===== config.mk =====
export PLATFORM = sky130hd
export DESIGN_NAME = rc_packet_hop_decoder
export DESIGN_NICKNAME = d
export VERILOG_FILES = /design/src/rtl/core/rphd_pkg.sv /design/src/rtl/core/rphd_front.sv /design/src/rtl/core/rphd_queue.sv /design/src/rtl/core/rphd_back.sv /design/src/rtl/core/rc_packet_hop_decoder.sv
export SDC_FILE = /design/constraint.sdc
export NUM_CORES = 1
export LEC_CHECK = 0
export BUFFER_PORTS_ARGS = -buffer_cell sky130_fd_sc_hd__buf_2
export CORE_MARGIN = 2
export CORE_UTILIZATION = 25
export CTS_BUF_LIST = sky130_fd_sc_hd__clkbuf_8
export DETAILED_ROUTE_END_ITERATION = 8
export PLACE_DENSITY = 0.47
export SYNTH_ARGS = -nofsm -noshare
export SYNTH_HDL_FRONTEND = slang
export SYNTH_SLANG_ARGS = --single-unit

===== constraint.sdc =====
create_clock -name clk -period 10.6 [get_ports clk]
set_clock_uncertainty 0.15 [all_clocks]
set_input_delay 0.53 -clock clk [delete_from_list [all_inputs] [get_ports clk]]
set_output_delay 0.53 -clock clk [all_outputs]
set_load 0.02 [all_outputs]

===== src/rtl/core/rphd_pkg.sv =====
package rphd_pkg;

  localparam int PACKET_BYTES = 21;
  localparam int HOP_SLOTS    = 16;
  localparam int STICKS       = 8;
  localparam int WORD_BITS    = 16;
  localparam int OFFSET_LIMIT = 9;

  localparam logic [15:0] STICK_MIN = 16'd1000;
  localparam logic [15:0] STICK_MAX = 16'd2000;
  localparam logic signed [16:0] STICK_MID = 17'sd1500;

  localparam logic KIND_TUNE  = 1'b0;
  localparam logic KIND_STICK = 1'b1;

  typedef enum logic [1:0] {
    CMD_HOP     = 2'd0,
    CMD_TIMEOUT = 2'd1,
    CMD_BYTE    = 2'd2,
    CMD_SPARE   = 2'd3
  } command_t;

  typedef struct packed {
    logic                          kind;
    logic [7:0]                    channel;
    logic [STICKS*WORD_BITS-1:0]   words;
  } entry_t;

  localparam logic [7:0] HOP_TABLE [HOP_SLOTS][HOP_SLOTS] = '{
    '{8'h0a,8'h5a,8'h14,8'h64,8'h1e,8'h6e,8'h28,8'h78,8'h32,8'h82,8'h3c,8'h8c,8'h46,8'h96,8'h50,8'ha0},
    '{8'ha0,8'h50,8'h96,8'h46,8'h8c,8'h3c,8'h82,8'h32,8'h78,8'h28,8'h6e,8'h1e,8'h64,8'h14,8'h5a,8'h0a},
    '{8'h0a,8'h5a,8'h50,8'ha0,8'h14,8'h64,8'h46,8'h96,8'h1e,8'h6e,8'h3c,8'h8c,8'h28,8'h78,8'h32,8'h82},
    '{8'h82,8'h32,8'h78,8'h28,8'h8c,8'h3c,8'h6e,8'h1e,8'h96,8'h46,8'h64,8'h14,8'ha0,8'h50,8'h5a,8'h0a},
    '{8'h28,8'h78,8'h0a,8'h5a,8'h50,8'ha0,8'h14,8'h64,8'h1e,8'h6e,8'h3c,8'h8c,8'h32,8'h82,8'h46,8'h96},
    '{8'h96,8'h46,8'h82,8'h32,8'h8c,8'h3c,8'h6e,8'h1e,8'h64,8'h14,8'ha0,8'h50,8'h5a,8'h0a,8'h78,8'h28},
    '{8'h50,8'ha0,8'h28,8'h78,8'h0a,8'h5a,8'h1e,8'h6e,8'h3c,8'h8c,8'h32,8'h82,8'h46,8'h96,8'h14,8'h64},
    '{8'h64,8'h14,8'h96,8'h46,8'h82,8'h32,8'h8c,8'h3c,8'h6e,8'h1e,8'h5a,8'h0a,8'h78,8'h28,8'ha0,8'h50},
    '{8'h50,8'ha0,8'h46,8'h96,8'h3c,8'h8c,8'h28,8'h78,8'h0a,8'h5a,8'h32,8'h82,8'h1e,8'h6e,8'h14,8'h64},
    '{8'h64,8'h14,8'h6e,8'h1e,8'h82,8'h32,8'h5a,8'h0a,8'h78,8'h28,8'h8c,8'h3c,8'h96,8'h46,8'ha0,8'h50},
    '{8'h46,8'h96,8'h3c,8'h8c,8'h50,8'ha0,8'h28,8'h78,8'h0a,8'h5a,8'h1e,8'h6e,8'h32,8'h82,8'h14,8'h64},
    '{8'h64,8'h14,8'h82,8'h32,8'h6e,8'h1e,8'h5a,8'h0a,8'h78,8'h28,8'ha0,8'h50,8'h8c,8'h3c,8'h96,8'h46},
    '{8'h46,8'h96,8'h0a,8'h5a,8'h3c,8'h8c,8'h14,8'h64,8'h50,8'ha0,8'h28,8'h78,8'h1e,8'h6e,8'h32,8'h82},
    '{8'h82,8'h32,8'h6e,8'h1e,8'h78,8'h28,8'ha0,8'h50,8'h64,8'h14,8'h8c,8'h3c,8'h5a,8'h0a,8'h96,8'h46},
    '{8'h46,8'h96,8'h0a,8'h5a,8'h50,8'ha0,8'h3c,8'h8c,8'h28,8'h78,8'h1e,8'h6e,8'h32,8'h82,8'h14,8'h64},
    '{8'h64,8'h14,8'h82,8'h32,8'h6e,8'h1e,8'h78,8'h28,8'h8c,8'h3c,8'ha0,8'h50,8'h5a,8'h0a,8'h96,8'h46}
  };

  // Throttle and aux2..aux4 use 130, aux1 uses 131, the rest 64.
  function automatic logic [7:0] stick_scale(input logic [2:0] idx);
    logic [7:0] s;
    case (idx)
      3'd2, 3'd5, 3'd6, 3'd7: s = 8'd130;
      3'd4:                   s = 8'd131;
      default:                s = 8'd64;
    endcase
    return s;
  endfunction

endpackage


===== src/rtl/core/rphd_front.sv =====
module rphd_front (
  input  logic                 clk,
  input  logic                 rst_n,
  input  logic                 cfg_write_en,
  input  logic [31:0]          cfg_transmitter_id,
  input  logic                 in_accept,
  input  logic [1:0]           in_command,
  input  logic [7:0]           in_data_byte,
  input  logic                 in_frame_error,
  input  logic                 in_last_byte,
  output logic                 push,
  output rphd_pkg::entry_t     push_entry
);

  localparam logic [4:0] LAST_SLOT  = 5'(rphd_pkg::PACKET_BYTES - 1);
  localparam logic [4:0] COUNT_SAT  = 5'd31;
  localparam logic [3:0] OFF_LIMIT  = 4'(rphd_pkg::OFFSET_LIMIT);

  logic [31:0] id_r;
  logic [3:0]  column_r, column_nxt;
  logic [4:0]  count_r, count_nxt;
  logic [7:0]  store_r [rphd_pkg::PACKET_BYTES];

  logic [3:0]  offset;
  logic [7:0]  channel;
  logic [31:0] frame_id;
  logic        frame_ok;
  logic [rphd_pkg::STICKS*rphd_pkg::WORD_BITS-1:0] words;

  assign offset   = (id_r[7:4] > OFF_LIMIT) ? OFF_LIMIT : id_r[7:4];
  assign channel  = rphd_pkg::HOP_TABLE[id_r[3:0]][column_r] - 8'd1 - {4'd0, offset};
  assign frame_id = {store_r[4], store_r[3], store_r[2], store_r[1]};

  // The final byte of a full frame is still on the input, so it is taken from there.
  assign frame_ok = (in_command == rphd_pkg::CMD_BYTE) && in_last_byte && !in_frame_error &&
                    (count_r == LAST_SLOT) && (frame_id == id_r);

  always_comb begin
    for (int k = 0; k < rphd_pkg::STICKS - 1; k++) begin
      words[k*16 +: 16] = {store_r[6 + 2*k], store_r[5 + 2*k]};
    end
    words[(rphd_pkg::STICKS-1)*16 +: 16] = {in_data_byte, store_r[19]};
  end

  always_comb begin
    column_nxt = column_r;
    count_nxt  = count_r;
    case (in_command)
      rphd_pkg::CMD_HOP, rphd_pkg::CMD_TIMEOUT: begin
        column_nxt = column_r + 4'd1;
        count_nxt  = '0;
      end
      rphd_pkg::CMD_BYTE: begin
        if (in_last_byte) begin
          count_nxt = '0;
        end else if (count_r != COUNT_SAT) begin
          count_nxt = count_r + 5'd1;
        end
      end
      default: begin
      end
    endcase
  end

  always_comb begin
    push               = in_accept && ((in_command == rphd_pkg::CMD_HOP) || frame_ok);
    push_entry.kind    = (in_command == rphd_pkg::CMD_HOP) ? rphd_pkg::KIND_TUNE
                                                           : rphd_pkg::KIND_STICK;
    push_entry.channel = channel;
    push_entry.words   = words;
  end

  always_ff @(posedge clk) begin
    if (!rst_n) begin
      id_r     <= 32'd5961;
      column_r <= '0;
      count_r  <= '0;
    end else begin
      if (cfg_write_en) begin
        id_r <= cfg_transmitter_id;
      end
      if (in_accept) begin
        column_r <= column_nxt;
        count_r  <= count_nxt;
      end
    end
  end

  always_ff @(posedge clk) begin
    if (in_accept && (in_command == rphd_pkg::CMD_BYTE)) begin
      for (int i = 0; i < rphd_pkg::PACKET_BYTES; i++) begin
        if (count_r == 5'(i)) begin
          store_r[i] <= in_data_byte;
        end
      end
    end
  end

endmodule


===== src/rtl/core/rphd_queue.sv =====
module rphd_queue (
  input  logic                 clk,
  input  logic                 rst_n,
  input  logic                 push,
  input  rphd_pkg::entry_t     push_entry,
  output logic                 full,
  input  logic                 pop,
  output logic                 head_valid,
  output rphd_pkg::entry_t     head_entry
);

  rphd_pkg::entry_t entries_r [2];
  logic       wr_ptr_r, rd_ptr_r;
  logic [1:0] count_r, count_nxt;
  logic       do_push, do_pop;

  assign full       = (count_r == 2'd2);
  assign head_valid = (count_r != 2'd0);
  assign head_entry = entries_r[rd_ptr_r];
  assign do_push    = push && !full;
  assign do_pop     = pop && head_valid;

  always_comb begin
    count_nxt = count_r;
    if (do_push && !do_pop) begin
      count_nxt = count_r + 2'd1;
    end else if (do_pop && !do_push) begin
      count_nxt = count_r - 2'd1;
    end
  end

  always_ff @(posedge clk) begin
    if (!rst_n) begin
      wr_ptr_r <= 1'b0;
      rd_ptr_r <= 1'b0;
      count_r  <= '0;
    end else begin
      count_r <= count_nxt;
      if (do_push) begin
        wr_ptr_r <= !wr_ptr_r;
      end
      if (do_pop) begin
        rd_ptr_r <= !rd_ptr_r;
      end
    end
  end

  always_ff @(posedge clk) begin
    if (do_push) begin
      entries_r[wr_ptr_r] <= push_entry;
    end
  end

endmodule


===== src/rtl/core/rphd_back.sv =====
module rphd_back (
  input  logic                 clk,
  input  logic                 rst_n,
  input  logic                 head_valid,
  input  rphd_pkg::entry_t     head_entry,
  output logic                 pop,
  output logic                 out_valid,
  input  logic                 out_stall,
  output logic                 out_kind,
  output logic [7:0]           out_tune_channel,
  output logic [2:0]           out_stick_index,
  output logic signed [16:0]   out_stick_value,
  output logic                 out_last
);

  localparam int WORDS_W = rphd_pkg::STICKS * rphd_pkg::WORD_BITS;

  logic               valid_r, valid_nxt;
  logic               busy_r, busy_nxt;
  logic               kind_r, kind_nxt;
  logic [7:0]         chan_r, chan_nxt;
  logic [2:0]         idx_r, idx_nxt;
  logic signed [16:0] val_r;
  logic               last_r, last_nxt;
  logic [WORDS_W-1:0] words_r, words_nxt;

  logic               advance;
  logic [15:0]        word, wclamp;
  logic signed [16:0] diff, prod;

  assign advance = !valid_r || !out_stall;
  assign pop     = advance && !busy_r && head_valid;

  always_comb begin
    word = busy_r ? words_r[15:0] : head_entry.words[15:0];
    if (word < rphd_pkg::STICK_MIN) begin
      wclamp = rphd_pkg::STICK_MIN;
    end else if (word > rphd_pkg::STICK_MAX) begin
      wclamp = rphd_pkg::STICK_MAX;
    end else begin
      wclamp = word;
    end
    diff = $signed({1'b0, wclamp}) - rphd_pkg::STICK_MID;
    prod = diff * $signed({9'd0, rphd_pkg::stick_scale(idx_nxt)});
  end

  always_comb begin
    valid_nxt = valid_r;
    busy_nxt  = busy_r;
    kind_nxt  = kind_r;
    chan_nxt  = chan_r;
    idx_nxt   = idx_r;
    last_nxt  = last_r;
    words_nxt = words_r;
    if (advance) begin
      if (busy_r) begin
        // Remaining sticks of a frame shift out one word per result.
        valid_nxt = 1'b1;
        idx_nxt   = idx_r + 3'd1;
        busy_nxt  = (idx_r != 3'd6);
        last_nxt  = (idx_r == 3'd6);
        words_nxt = words_r >> rphd_pkg::WORD_BITS;
      end else if (head_valid) begin
        valid_nxt = 1'b1;
        kind_nxt  = head_entry.kind;
        idx_nxt   = '0;
        words_nxt = head_entry.words >> rphd_pkg::WORD_BITS;
        if (head_entry.kind == rphd_pkg::KIND_TUNE) begin
          chan_nxt = head_entry.channel;
          busy_nxt = 1'b0;
          last_nxt = 1'b1;
        end else begin
          chan_nxt = '0;
          busy_nxt = 1'b1;
          last_nxt = 1'b0;
        end
      end else begin
        valid_nxt = 1'b0;
      end
    end
  end

  always_ff @(posedge clk) begin
    if (!rst_n) begin
      valid_r <= 1'b0;
      busy_r  <= 1'b0;
    end else begin
      valid_r <= valid_nxt;
      busy_r  <= busy_nxt;
    end
  end

  always_ff @(posedge clk) begin
    kind_r  <= kind_nxt;
    chan_r  <= chan_nxt;
    idx_r   <= idx_nxt;
    last_r  <= last_nxt;
    words_r <= words_nxt;
    if (advance) begin
      val_r <= (busy_r || (head_entry.kind == rphd_pkg::KIND_STICK)) ? prod : '0;
    end
  end

  assign out_valid        = valid_r;
  assign out_kind         = kind_r;
  assign out_tune_channel = chan_r;
  assign out_stick_index  = idx_r;
  assign out_stick_value  = val_r;
  assign out_last         = last_r;

  a_busy_has_result: assert property (@(posedge clk) disable iff (!rst_n)
    busy_r |-> (valid_r && (kind_r == rphd_pkg::KIND_STICK) && (idx_r != 3'd7)))
    else $error("stick burst in progress without a pending stick result");

  a_tune_is_last: assert property (@(posedge clk) disable iff (!rst_n)
    (valid_r && (kind_r == rphd_pkg::KIND_TUNE)) |-> last_r)
    else $error("tune result not marked last");

  a_stick_last_index: assert property (@(posedge clk) disable iff (!rst_n)
    (valid_r && (kind_r == rphd_pkg::KIND_STICK)) |-> (last_r == (idx_r == 3'd7)))
    else $error("last flag does not match final stick");

  a_no_pop_while_busy: assert property (@(posedge clk) disable iff (!rst_n)
    busy_r |-> !pop)
    else $error("queue popped during stick burst");

endmodule


===== src/rtl/core/rc_packet_hop_decoder.sv =====
// Radio control receiver core: hop commands return the channel to tune to,
// packet bytes are gathered into a frame, and a full frame that carries the
// bound transmitter id and no error yields eight centered, scaled stick values
// (yaw, roll, throttle, pitch, aux1..aux4), the eighth marked last. One item
// is accepted per cycle while in_stall is low; in_stall rises only while the
// two-entry queue between the byte collector and the result stage is full.
// A tune is a single result from that stage, so a run of hops sustains
// one item per cycle while out_stall is low; an accepted frame holds it for
// eight results, one stick per cycle while out_stall is low, with no new item
// taken meanwhile. Write cfg_transmitter_id only while no results are pending.
module rc_packet_hop_decoder (
  input  logic                clk,
  input  logic                rst_n,
  input  logic                cfg_write_en,
  input  logic [31:0]         cfg_transmitter_id,
  input  logic                in_valid,
  output logic                in_stall,
  input  logic [1:0]          in_command,
  input  logic [7:0]          in_data_byte,
  input  logic                in_frame_error,
  input  logic                in_last_byte,
  output logic                out_valid,
  input  logic                out_stall,
  output logic                out_kind,
  output logic [7:0]          out_tune_channel,
  output logic [2:0]          out_stick_index,
  output logic signed [16:0]  out_stick_value,
  output logic                out_last
);

  logic             push, full, pop, head_valid, in_accept;
  rphd_pkg::entry_t push_entry, head_entry;

  assign in_stall  = full;
  assign in_accept = in_valid && !full;

  rphd_front u_front (
    .clk                (clk),
    .rst_n              (rst_n),
    .cfg_write_en       (cfg_write_en),
    .cfg_transmitter_id (cfg_transmitter_id),
    .in_accept          (in_accept),
    .in_command         (in_command),
    .in_data_byte       (in_data_byte),
    .in_frame_error     (in_frame_error),
    .in_last_byte       (in_last_byte),
    .push               (push),
    .push_entry         (push_entry)
  );

  rphd_queue u_queue (
    .clk        (clk),
    .rst_n      (rst_n),
    .push       (push),
    .push_entry (push_entry),
    .full       (full),
    .pop        (pop),
    .head_valid (head_valid),
    .head_entry (head_entry)
  );

  rphd_back u_back (
    .clk              (clk),
    .rst_n            (rst_n),
    .head_valid       (head_valid),
    .head_entry       (head_entry),
    .pop              (pop),
    .out_valid        (out_valid),
    .out_stall        (out_stall),
    .out_kind         (out_kind),
    .out_tune_channel (out_tune_channel),
    .out_stick_index  (out_stick_index),
    .out_stick_value  (out_stick_value),
    .out_last         (out_last)
  );

endmodule

Yosys cells after proc, flatten, opt, wreduce, memory -nomap -nowiden
Memory sizes are Yosys's and may differ from the RTL's. A register that Yosys moved wholly into a read port is not among the register bits.
Index checks and enable logic that the tools add are counted.
- bits in registers: 189
- bits in latches: 0
- RAM bits: 442
- ROM bits: 2048
- input port bits: 49
- output and inout bits: 32
- word-level logic and storage cells: 281
- memories kept: 3
- $add $sub $neg: 8
- $mul: 1
- divide/modulo/power cells: 0
- order comparisons: 5
- equal/unequal tests: 33
- shift operators: 0
- multiplexer cells: 156
- bitwise operators: 3
- reduce and logical (&&, ||, !) cells: 57
- memories (name ; words ; bits a word ; rd ports ; clocked after Yosys merged registers in ; wr ports ; line ; RTL):
    (no name shown) ; 16 ; 128 ; 1 ; 0 ; 0 ; rphd_front.sv:31 ; assign channel = rphd_pkg::HOP_TABLE[id_r[3:0]][column_r] - 8'd1 - {4'd0, offset};
    u_queue.entries_r ; 2 ; 137 ; 1 ; 1 ; 1 ; rphd_queue.sv:12 ; rphd_pkg::entry_t entries_r [2];
    u_front.store_r ; 21 ; 8 ; 19 ; 0 ; 1 ; rphd_front.sv:22 ; logic [7:0] store_r [rphd_pkg::PACKET_BYTES];
- operator list (cell ; number):
    128-bit two-way mux ; 2
    8-bit two-way mux ; 22
    8-bit OR reduction ; 20
    112-bit two-way mux ; 1
    5-bit two-way mux ; 22
    1-bit two-way mux ; 96
    96-bit two-way mux ; 1
    16-bit two-way mux ; 3
    5-bit by 4-bit equality test with 1-bit output (second input constant) ; 8
    8-bit binary-select mux with 4-bit select ; 1
    32-bit equality test ; 1
    5-bit equality test (second input constant) ; 5
    5-bit by 3-bit equality test with 1-bit output (second input constant) ; 4
    17-bit by 9-bit multiplier with 17-bit output ; 1
    16-bit by 11-bit subtractor with 17-bit output (second input constant) ; 1
    16-bit by 11-bit greater-than comparator with 1-bit output (second input constant) ; 1
    16-bit by 10-bit less-than comparator with 1-bit output (second input constant) ; 1
    8-bit one-hot mux with 2 select lines ; 1
    3-bit equality test (second input constant) ; 5
    1-bit logical AND ; 13
    5-bit by 2-bit equality test with 1-bit output (second input constant) ; 2
    5-bit >= comparator (second input constant) ; 2
    4-bit inverter with 5-bit output ; 2
    5-bit one-hot mux with 2 select lines ; 1
    27 further kinds ; 47

Logic depth before layout (Yosys ltp)
Gate-level depths: netlist of the first run.
- depth in word-level cells: 27
- mapped depth: 29
- gate-level depth less buffers: 27

By module
From an unflattened synthesis of the first run, not the netlist that was laid out.
- cell total of the unflattened synthesis: 1860
- area total of the unflattened synthesis: 27759.1 um^2
- modules (own cells, without submodules) (module ; instances ; cells each ; area an instance (um^2) ; seq. area each (um^2)):
    rphd_queue ; 1 ; 451 ; 10157.2 ; 8328.0
    rphd_front ; 1 ; 782 ; 9322.7 ; 5385.2
    rphd_back ; 1 ; 626 ; 8265.4 ; 4274.1
    rc_packet_hop_decoder ; 1 ; 1 ; 13.8 ; 0.0

Least setup slack after synthesis of the first run
OpenSTA, ideal clock, no wires.
- path type: reg2reg
- start: register u_front.id_r[0]
- end: register u_queue.wr_ptr_r
- library setup time: 101 ps
- data arrival time: 11489 ps
- data required time: 10349 ps
- path slack: -1139 ps
- stages on the path, launching flop included: 8
- path buffers: 1
- clock period less this slack: 11739 ps
- cells stage by stage: dfxtp_1 > clkbuf_1 > inv_1 > a221oi_1 > nand4_1 > o31a_1 > nor3_1 > o21a_1
- longest elaborated chain between the ends: 5
- ends and longest elaborated chain (element ; line ; RTL):
    start, declared ; rphd_front.sv:19 ; logic [31:0] id_r;
    start signal, assigned ; rphd_front.sv:80 ; id_r <= cfg_transmitter_id;
    32-bit equality test ; rphd_front.sv:36 ; (count_r == LAST_SLOT) && (frame_id == id_r);
    1-bit logical AND ; rphd_front.sv:36 ;
    1-bit logical OR ; rphd_front.sv:66 ; push = in_accept && ((in_command == rphd_pkg::CMD_HOP) || frame_ok);
    1-bit logical AND ; rphd_front.sv:66 ;
    1-bit logical AND ; rphd_queue.sv:20 ; assign do_push = push && !full;
    end signal, assigned ; rphd_queue.sv:40 ; wr_ptr_r <= !wr_ptr_r;
    end, declared ; rphd_queue.sv:13 ; logic wr_ptr_r, rd_ptr_r;
No other way between the ends.
A chain may end at the register's enable or synchronous reset.

Worst setup path in the final report of the first run
- start: register u_back.busy_r
- end: register u_back.val_r[16], in the netlist u_back.out_stick_value[16], data pin
- longest elaborated chain between the ends: 6
- elaborated cells on any way between the ends: 17
- classes of those cells: add/sub (1); mul (1); order compare (2); eq/ne (5); mux (6); reduce/logical (2)
- ends and longest elaborated chain (element ; line ; RTL):
    start, declared ; rphd_back.sv:19 ; logic busy_r, busy_nxt;
    start signal, assigned ; rphd_back.sv:89 ; busy_r <= busy_nxt;
    16-bit two-way mux / 3-bit two-way mux (equally long branches) ; rphd_back.sv:35, rphd_back.sv:56 ;
    16-bit by 11-bit greater-than comparator with 1-bit output / 3-bit two-way mux (equally long branches) ; rphd_back.sv:38, rphd_back.sv:55 ;
    16-bit two-way mux, or another cell as far along ; rphd_back.sv:38 ; end else if (word > rphd_pkg::STICK_MAX) begin
    16-bit two-way mux / 4-bit OR reduction (equally long branches) ; rphd_back.sv:36, rphd_pkg.sv:51 ;
    16-bit by 11-bit subtractor with 17-bit output / 8-bit one-hot mux with 2 select lines (equally long branches) ; rphd_back.sv:43, rphd_pkg.sv:51 ;
    17-bit by 9-bit multiplier with 17-bit output ; rphd_back.sv:44 ; prod = diff * $signed({9'd0, rphd_pkg::stick_scale(idx_nxt)});
    end signal, assigned ; rphd_back.sv:100 ; val_r <= (busy_r || (head_entry.kind == rphd_pkg::KIND_STICK)) ? prod : '0;
    end, declared ; rphd_back.sv:23 ; logic signed [16:0] val_r;
Parallel ways exist; a longest one is shown, timed or not.

==> results of run 1 <==
-- power by group --
part / switching, W / internal [W]
Clock: 0.000964 / 0.00102
Combinational: 0.000924 / 0.000455
Sequential: 0.000153 / 0.00313
Total: 0.00204 / 0.00460
-- cell type report --
cell class	instances	area [um2]	share of cell area
repair buffers	136	898	0.0291
clock buffers	107	1470	0.0476
clock inverters	81	468	0.0151
diodes	6	15.0	0.000486
multi-input cells	1129	8060	0.261
well taps	1391	1740	0.0563
flip-flops and latches	616	18000	0.582
inverters	68	258	0.00834
-- path summary, 6_finish.rpt --
kind | end | slack, ns | cells past startpoint
max | u_back.out_stick_value[16] | 2.44 | 28
min | u_front.id_r[21] | 0.09 | 3
max reg2reg | u_back.out_stick_value[16] | 2.44 | 28
min reg2reg | u_queue.entries_r[0][18] | 0.26 | 0
-- logic make-up (layout without fill, tap and decap cells) --
| kind of cell | after synthesis | after routing | synth area share |
|---|---|---|---|
| mux | 179 | 179 | 0.0708 |
| fa+ha+maj | 90 | 90 | 0.0473 |
| flops | 616 | 616 | 0.674 |
| buf+inv | 166 | 392 | 0.0247 |
| compound gates | 327 | 327 | 0.0788 |
| other cells | 2 | 13 | 0.000282 |
| simple gates | 461 | 461 | 0.0818 |
| xor+xnor | 65 | 65 | 0.0219 |
-- per-stage QoR --
stage / utilization / cells / setup slack, ns
final: 0.293 / 3534 / 2.44
after CTS: 0.293 / 3528 / 2.43
after floorplan: - / 1911 / 3.12
after global routing: 0.293 / 3531 / 1.76
after global placement: 0.271 / 3309 / 2.57
after detailed placement: 0.271 / 3309 / 2.49
-- flip-flops by register name, summed over array words and instances, names as in the netlist, named ones only --
name,flops
u_back.out_stick_index,3
u_front.store_r,152
u_back.out_kind,1
u_front.column_r,4
u_back.out_stick_value,17
u_back.out_valid,1
u_queue.rd_ptr_r,1
u_front.id_r,32
u_queue.wr_ptr_r,1
u_back.words_r,112
u_queue.entries_r,274
u_back.busy_r,1
u_back.out_last,1
u_front.count_r,5
u_queue.count_r,2
u_back.out_tune_channel,8
-- per-layer routing --
metal | vias up | global-route usage | part of all wire
met1 | 7970 | 0.157 | 0.44
met4 | 10 | 0.0404 | 0.020
li1 | 7416 | - | -
met5 | - | 0 | 0.00096
met2 | 350 | 0.196 | 0.48
met3 | 104 | 0.0252 | 0.053
-- worst max-delay path: cells and delay by family, from the launching register on --
| kind | cells | cell delay, ns |
|---|---|---|
| adder cells (fa/ha/maj) | 6 | 1.97 |
| flip-flops | 1 | 0.79 |
| AND/OR/NAND/NOR | 9 | 1.52 |
| AO/OA/AOI/OAI | 8 | 2.11 |
| XOR/XNOR | 1 | 0.37 |
| buffers and inverters | 4 | 0.95 |
-- cells in the final DEF, fill, tap and decap left out, drive strengths merged, types with 13 or more instances in the layout --
cell	synthesis	layout
nand2b	22	22
nand2	159	159
inv	64	98
clkbuf	65	107
buf	33	105
o21ai	145	145
xor2	45	45
dfxtp	51	51
nor2b	52	52
ha	72	72
nand3	20	20
xnor2	19	19
nor3	23	23
mux2i	166	166
clkinv	4	47
dlygate4sd3	0	31
a21oi	37	37
nor4	14	14
nor2	115	115
edfxtp	565	565
and2	19	19
fa	18	18
a211oi	17	17
a31oi	13	13
==> flow_summary.toml, run 1 <==
[placement]
routabilityCongestion = 0.823
dpl_cell_area_um2 = 28600
io_buffers = 80
dp_hpwl_mm = 39.9

[job]
cap_violations = 0

[finish]
postLayoutCellArea_um2 = 30900
layout-drive-gt1-share = 0.127
nFillCells = 10600
area_delta_synth_final_pct = 15.9
final_nets = 2191

[global_routing]
grt_overflow = 0
grt_max_degree = 87
antenna_found_initial = 11
first_global_vias = 16500
grt_pass1_wl_mm = 99.2
grt_use_total = 0.119

[synth]
post-synth-top-area-fraction = 0.636
ys_warn_count = 0
synthCells = 1906
synth.distinct_cells = 82
synthTopCellsByArea = "edfxtp_1 64%, mux2i_1 6.2%, dfxtp_1 3.8%"
ys.flop_type = "edfxtp_1"
yosys.area.top_type = "edfxtp_1"
ys_ff_latch = 616
synth-edff-count = 565
syn_avg_cell_area_um2 = 14.0
async_flop_share = 0
synth_most_common_cell = "edfxtp_1"
syn_area_um2 = 26700
synth_common_cells = "565 x edfxtp_1, 166 x mux2i_1, 159 x nand2_1"
seq_area_frac_synth = 0.674

[sta]
relSlewSlack = 0.235
tns_ns = 0
rsz0062_at_grt = "no"
slew_viol_final = 0
max_freq_mhz = 123
fin_crit_ns = 8.16
finalHoldViolCount = 0
finalSetupViolCount = 0
post-route-period-util = 0.770
whs_ns = 0.0893
worst_pin_slew_ns = 1.14

[route]
wirelength_mm = 65.7
vias = 15900
wl_per_cell_um = 18.6
dr.first_iter.drc_count = 1100
drcViolationCount = 0
viasPerCell = 4.49
drtPass1Iterations = 5
postRouteAntennaNets = 0

[hold_path]
hold_class = "input pin to flip-flop"
hp-start = "cfg_transmitter_id[21]"

[critical_path]
r2r-start = "u_back.busy_r"
start_kind = "flip-flop"
critPathSlowestCell = "dfxtp_4"
cp.arrival_ns = 8.43
max_stage_delay_ns = 0.79
required_ns = 10.87
worst-setup-path-type = "flip-flop to flip-flop"
cp-startpoint = "u_back.busy_r"
cp_max_fo = 85
end_kind = "flip-flop"
worst_path_most_repeated_cell = "ha_1"

[clock_network]
cts_setup_buffers = 0
path_clk_slew_ns = 0.06
cts-resized-gates = 0
cts_htree_levels = 3
clockRootBuffer = "clkbuf_8"
clock_path_buffers = 3
clock_latency_ns = 0.72
hold_buffers = 31
cts_tree = "done"
cts_num_sinks = 616
numCtsBuffers = 101

[die]
pin_count = 81
core_area_um2 = 106000
fp.dieArea_um2 = 109000
die_h_um = 331
start_util = 0.253
die_w_um = 331
fp-row-count = 119

[power_and_ir_drop]
power_leakage_nw = 10.8
powerDensity_nw_per_um2 = 215
max-vdd-ir-drop_uv = 153
total_power_w = 0.00665

[outcome]
status = "finished clean"
Power figures use the tool's default switching activity.
==> run 2, diff against run 1 <==
--- a/config.mk
+++ b/config.mk
@@ -10,7 +10,7 @@
 export CORE_UTILIZATION = 25
 export CTS_BUF_LIST = sky130_fd_sc_hd__clkbuf_8
 export DETAILED_ROUTE_END_ITERATION = 8
-export PLACE_DENSITY = 0.47
+export PLACE_DENSITY = 0.46
 export SYNTH_ARGS = -nofsm -noshare
 export SYNTH_HDL_FRONTEND = slang
 export SYNTH_SLANG_ARGS = --single-unit
==> constraint.sdc (replaced) <==
create_clock -name clk -period 8 [get_ports clk]
set_clock_uncertainty 0.15 [all_clocks]
set_input_delay 0.4 -clock clk [delete_from_list [all_inputs] [get_ports clk]]
set_output_delay 0.4 -clock clk [all_outputs]
set_load 0.02 [all_outputs]
==> run 2 against run 1 <==
Register-to-register slack worse by 1.8 ns. Non-clock buffer count is 1 higher. Critical path depth is 3 lower. Total power is 31% higher. Cell count is 0.28% lower. Highest routed layer unchanged.
==> flow_summary.toml, run 2 (same netlist as run 1, synthesis figures left out) <==
[route]
viasPerCell = 4.48
dr.first_iter.drc_count = 993
vias = 15800
drcViolationCount = 0
wirelength_mm = 65.8
drtPass1Iterations = 6
postRouteAntennaNets = 0
wl_per_cell_um = 18.7

[critical_path]
worst-setup-path-type = "flip-flop to flip-flop"
end_kind = "flip-flop"
max_stage_delay_ns = 0.63
critPathSlowestCell = "dfxtp_4"
cp_max_fo = 48
cpLargestDelayFamily = "compound AO/OA/AOI/OAI gates"
cp_num_buf_inv = 4
worst_path_most_repeated_cell = "ha_1"
cp.arrival_ns = 7.63
required_ns = 8.29
start_kind = "flip-flop"

[power_and_ir_drop]
max-vdd-ir-drop_uv = 167
power_leakage_nw = 10.8
powerDensity_nw_per_um2 = 282
total_power_w = 0.00869

[clock_network]
path_clk_slew_ns = 0.06
numCtsBuffers = 103
cts_htree_levels = 3
clockRootBuffer = "clkbuf_8"
cts_num_sinks = 616
clock_latency_ns = 0.70
clock_path_buffers = 3
cts_tree = "done"

[finish]
regMostFlops = "u_queue.entries_r"
final_common_cell = "edfxtp_1"
nFillCells = 10600
largest_reg_flops = 274
final_nets = 2194
area_delta_synth_final_pct = 15.7
finish.utilization = 0.292
reg_top3 = "u_queue.entries_r x274, u_front.store_r x152, u_back.words_r x112"
final_cell_mix = "565 x edfxtp_1, 166 x mux2i_1, 159 x nand2_1, 141 x o21ai_0, 114 x nor2_1"
layout-drive-gt1-share = 0.121

[global_routing]
grt_use_total = 0.120
antenna_found_initial = 9
grt_overflow = 0
grt_pass1_wl_mm = 99.7
grt_max_degree = 119
first_global_vias = 16500

[sta]
max_freq_mhz = 136
finalHoldViolCount = 0
fin_crit_ns = 7.34
slew_viol_final = 0
finalSetupViolCount = 0
post-route-period-util = 0.917
worst_pin_slew_ns = 1.17
tns_ns = 0
relSlewSlack = 0.216
rsz0062_at_grt = "no"

[die]
pin_count = 81
fp.dieArea_um2 = 109000
die_w_um = 331
core_area_um2 = 106000
start_util = 0.253
die_h_um = 331
fp-row-count = 119

[job]
cap_violations = 0

[hold_path]
hold_class = "input pin to flip-flop"

[outcome]
status = "finished clean"

[placement]
io_buffers = 80
routabilityCongestion = 0.855
dp_hpwl_mm = 40.1
-- run 2: cell type report --
| class | instances | area (um2) | share of cell area |
|---|---|---|---|
| flip-flops and latches | 616 | 18000 | 0.583 |
| multi-input cells | 1129 | 8060 | 0.261 |
| well taps | 1391 | 1740 | 0.0564 |
| clock buffers | 104 | 1430 | 0.0464 |
| repair buffers | 137 | 973 | 0.0315 |
| clock inverters | 75 | 387 | 0.0125 |
| inverters | 68 | 258 | 0.00835 |
| diodes | 4 | 10.0 | 0.000324 |
-- run 2: worst paths after layout --
check                              start                          to  slack, ns  cells past startpoint
hold / removal           in_data_byte[1]      u_front.store_r[14][1]       0.13                      1
setup reg to reg           u_back.busy_r  u_back.out_stick_value[15]       0.66                     25
setup / recovery           u_back.busy_r  u_back.out_stick_value[15]       0.66                     25
hold reg to reg   u_front.store_r[15][3]    u_queue.entries_r[0][83]       0.28                      0
-- run 2: layer usage --
layer	track usage	vias up	share of wire
met3	0.0195	121	0.042
li1	-	7398	-
met1	0.159	7937	0.46
met2	0.197	336	0.47
met4	0.0416	10	0.023
met5	0	-	0.0011
-- run 2: repair_timing --
item	CTS	global route
setup buffers	0	1
hold endpoints to repair	38	0
gates resized for setup	0	1
setup endpoints to repair	0	3
hold buffers	35	0
-- run 2: power breakdown --
group	total (W)	leakage (nW)	internal, W	switching, W
registers	0.00433	5.63	0.00415	0.000187
logic	0.00185	4.04	0.000614	0.00124
clock network	0.00250	1.08	0.00127	0.00123
total	0.00869	10.8	0.00603	0.00266
-- run 2: metrics by stage --
stage / setup slack [ns] / hold slack [ns] / std cells / instance area (um2)
after detailed placement: 0.476 / 0.280 / 3305 / 28700
final: 0.662 / 0.133 / 3524 / 30900
after global routing: 0.133 / 0.113 / 3523 / 30900
after floorplan: 0.523 / 0.271 / 1911 / 26700
after global placement: 0.537 / 0.272 / 3305 / 28700
after CTS: 0.457 / 0.0825 / 3519 / 30800
==> run 3, diff against run 2 <==
--- a/config.mk
+++ b/config.mk
@@ -7,10 +7,11 @@
 export LEC_CHECK = 0
 export BUFFER_PORTS_ARGS = -buffer_cell sky130_fd_sc_hd__buf_2
 export CORE_MARGIN = 2
-export CORE_UTILIZATION = 25
+export CORE_UTILIZATION = 45
 export CTS_BUF_LIST = sky130_fd_sc_hd__clkbuf_8
 export DETAILED_ROUTE_END_ITERATION = 8
-export PLACE_DENSITY = 0.46
+export PLACE_DENSITY = 0.68
+export REMOVE_ABC_BUFFERS = 1
 export SYNTH_ARGS = -nofsm -noshare
 export SYNTH_HDL_FRONTEND = slang
 export SYNTH_SLANG_ARGS = --single-unit
==> run 3 against run 2 <==
Maximum frequency fell by 1.1%. Largest power group unchanged. Total power is 1.3% lower. Count of clock-buffer cells in the layout grew 1. Flip-flop and latch count did not move.
==> flow_summary.toml, run 3 (same netlist as run 1, synthesis figures left out) <==
[outcome]
status = "finished clean"

[clock_network]
path_clk_slew_ns = 0.06
cts_tree = "done"
numCtsBuffers = 96
cts_num_sinks = 616
clock_path_buffers = 3
cts_htree_levels = 3
clockRootBuffer = "clkbuf_8"
clock_latency_ns = 0.69

[finish]
finish.utilization = 0.511
final_common_cell = "edfxtp_1"
reg_top3 = "u_queue.entries_r x274, u_front.store_r x152, u_back.words_r x112"
largest_reg_flops = 274
regMostFlops = "u_queue.entries_r"
final_cell_mix = "565 x edfxtp_1, 166 x mux2i_1, 159 x nand2_1, 141 x o21ai_0, 114 x nor2_1"
layout-drive-gt1-share = 0.125
final_nets = 2190
area_delta_synth_final_pct = 12.7

[die]
core_area_um2 = 58800
fp-row-count = 89
die_h_um = 247
die_w_um = 247
fp.dieArea_um2 = 61200
pin_count = 81
start_util = 0.454

[route]
wirelength_mm = 55.4
drtPass1Iterations = 5
postRouteAntennaNets = 0
viasPerCell = 5.41
drcViolationCount = 0
dr.first_iter.drc_count = 1143
vias = 15700
wl_per_cell_um = 19.1

[critical_path]
start_kind = "flip-flop"
end_kind = "flip-flop"
max_stage_delay_ns = 0.58
critPathSlowestCell = "dfxtp_4"
cpLargestDelayFamily = "compound AO/OA/AOI/OAI gates"
cp_num_buf_inv = 4
cp.arrival_ns = 7.69
worst_path_most_repeated_cell = "ha_1"
required_ns = 8.27
cp_max_fo = 21
worst-setup-path-type = "flip-flop to flip-flop"

[global_routing]
antenna_found_initial = 5
grt_pass1_wl_mm = 86.8
first_global_vias = 16100
grt_max_degree = 113
grt_use_total = 0.182
grt_overflow = 0

[placement]
dp_hpwl_mm = 33.3
io_buffers = 80
routabilityCongestion = 0.861

[hold_path]
hold_class = "input pin to flip-flop"

[sta]
relSlewSlack = 0.271
max_freq_mhz = 135
tns_ns = 0
worst_pin_slew_ns = 1.09
finalSetupViolCount = 0
rsz0062_at_grt = "no"
finalHoldViolCount = 0
fin_crit_ns = 7.42
slew_viol_final = 0
post-route-period-util = 0.928

[power_and_ir_drop]
power_leakage_nw = 10.7
powerDensity_nw_per_um2 = 286
max-vdd-ir-drop_uv = 215

[job]
cap_violations = 0
[run 3: area by class of cell]
class | count | area, um2
antenna | 2 | 5.00
tap | 773 | 967
clock inverter | 65 | 377
timing repair buffer | 140 | 951
multi-input combinational | 1129 | 8050
sequential | 616 | 18000
inverter | 68 | 258
clock buffer | 105 | 1450
fill | 5003 | 28700
[run 3: worst paths after layout]
check,startpoint,endpoint,slack (ns),cells past startpoint
worst min-delay path,rst_n,u_front.id_r[9],0.09,2
worst max register to register,flip-flop,u_back.out_stick_value[16],0.58,28
worst min register to register,u_front.store_r[8][0],u_queue.entries_r[1][24],0.27,0
worst max-delay path,flip-flop,u_back.out_stick_value[16],0.58,28
[run 3: worst register-to-register path: cells and delay by family (launching register included)]
family,cells,cell delay [ns]
adder cells (fa/ha/maj),6,1.94
AND/OR/NAND/NOR,7,1.03
multiplexers,1,0.34
buffers and inverters,4,0.53
AO/OA/AOI/OAI,9,2.24
XOR/XNOR,1,0.37
flip-flops,1,0.58
[run 3: per-stage QoR]
stage	cells	power [W]	setup WS, ns	hold WS, ns	cell area [um2]
after floorplan	1813	0.00574	-4.69	0.271	26300
after global placement	2690	0.00614	0.405	0.272	27900
after detailed placement	2690	0.00618	0.356	0.279	27900
after CTS	2895	0.00868	0.320	0.0386	30000
after global routing	2898	0.00906	0.0398	0.0933	30100
final	2898	0.00858	0.578	0.0913	30100
[run 3: per-layer routing]
layer,share of wire,global-route usage,vias to the layer above
met4,0.019,0.0608,4
met5,0.00045,0,-
met1,0.44,0.239,7817
met2,0.49,0.307,397
li1,-,-,7387
met3,0.052,0.0330,75
[run 3: timing repair]
action | in CTS | in global routing
setup endpoints to repair | 0 | 5
setup buffers | 0 | 1
hold buffers | 35 | 0
endpoints found under the hold margin | 37 | 0
gates resized for setup | 0 | 1
[run 3: power by group]
group	total (W)	internal (W)	switching, W
logic	0.00178	0.000606	0.00118
clock network	0.00248	0.00128	0.00119
registers	0.00432	0.00414	0.000179
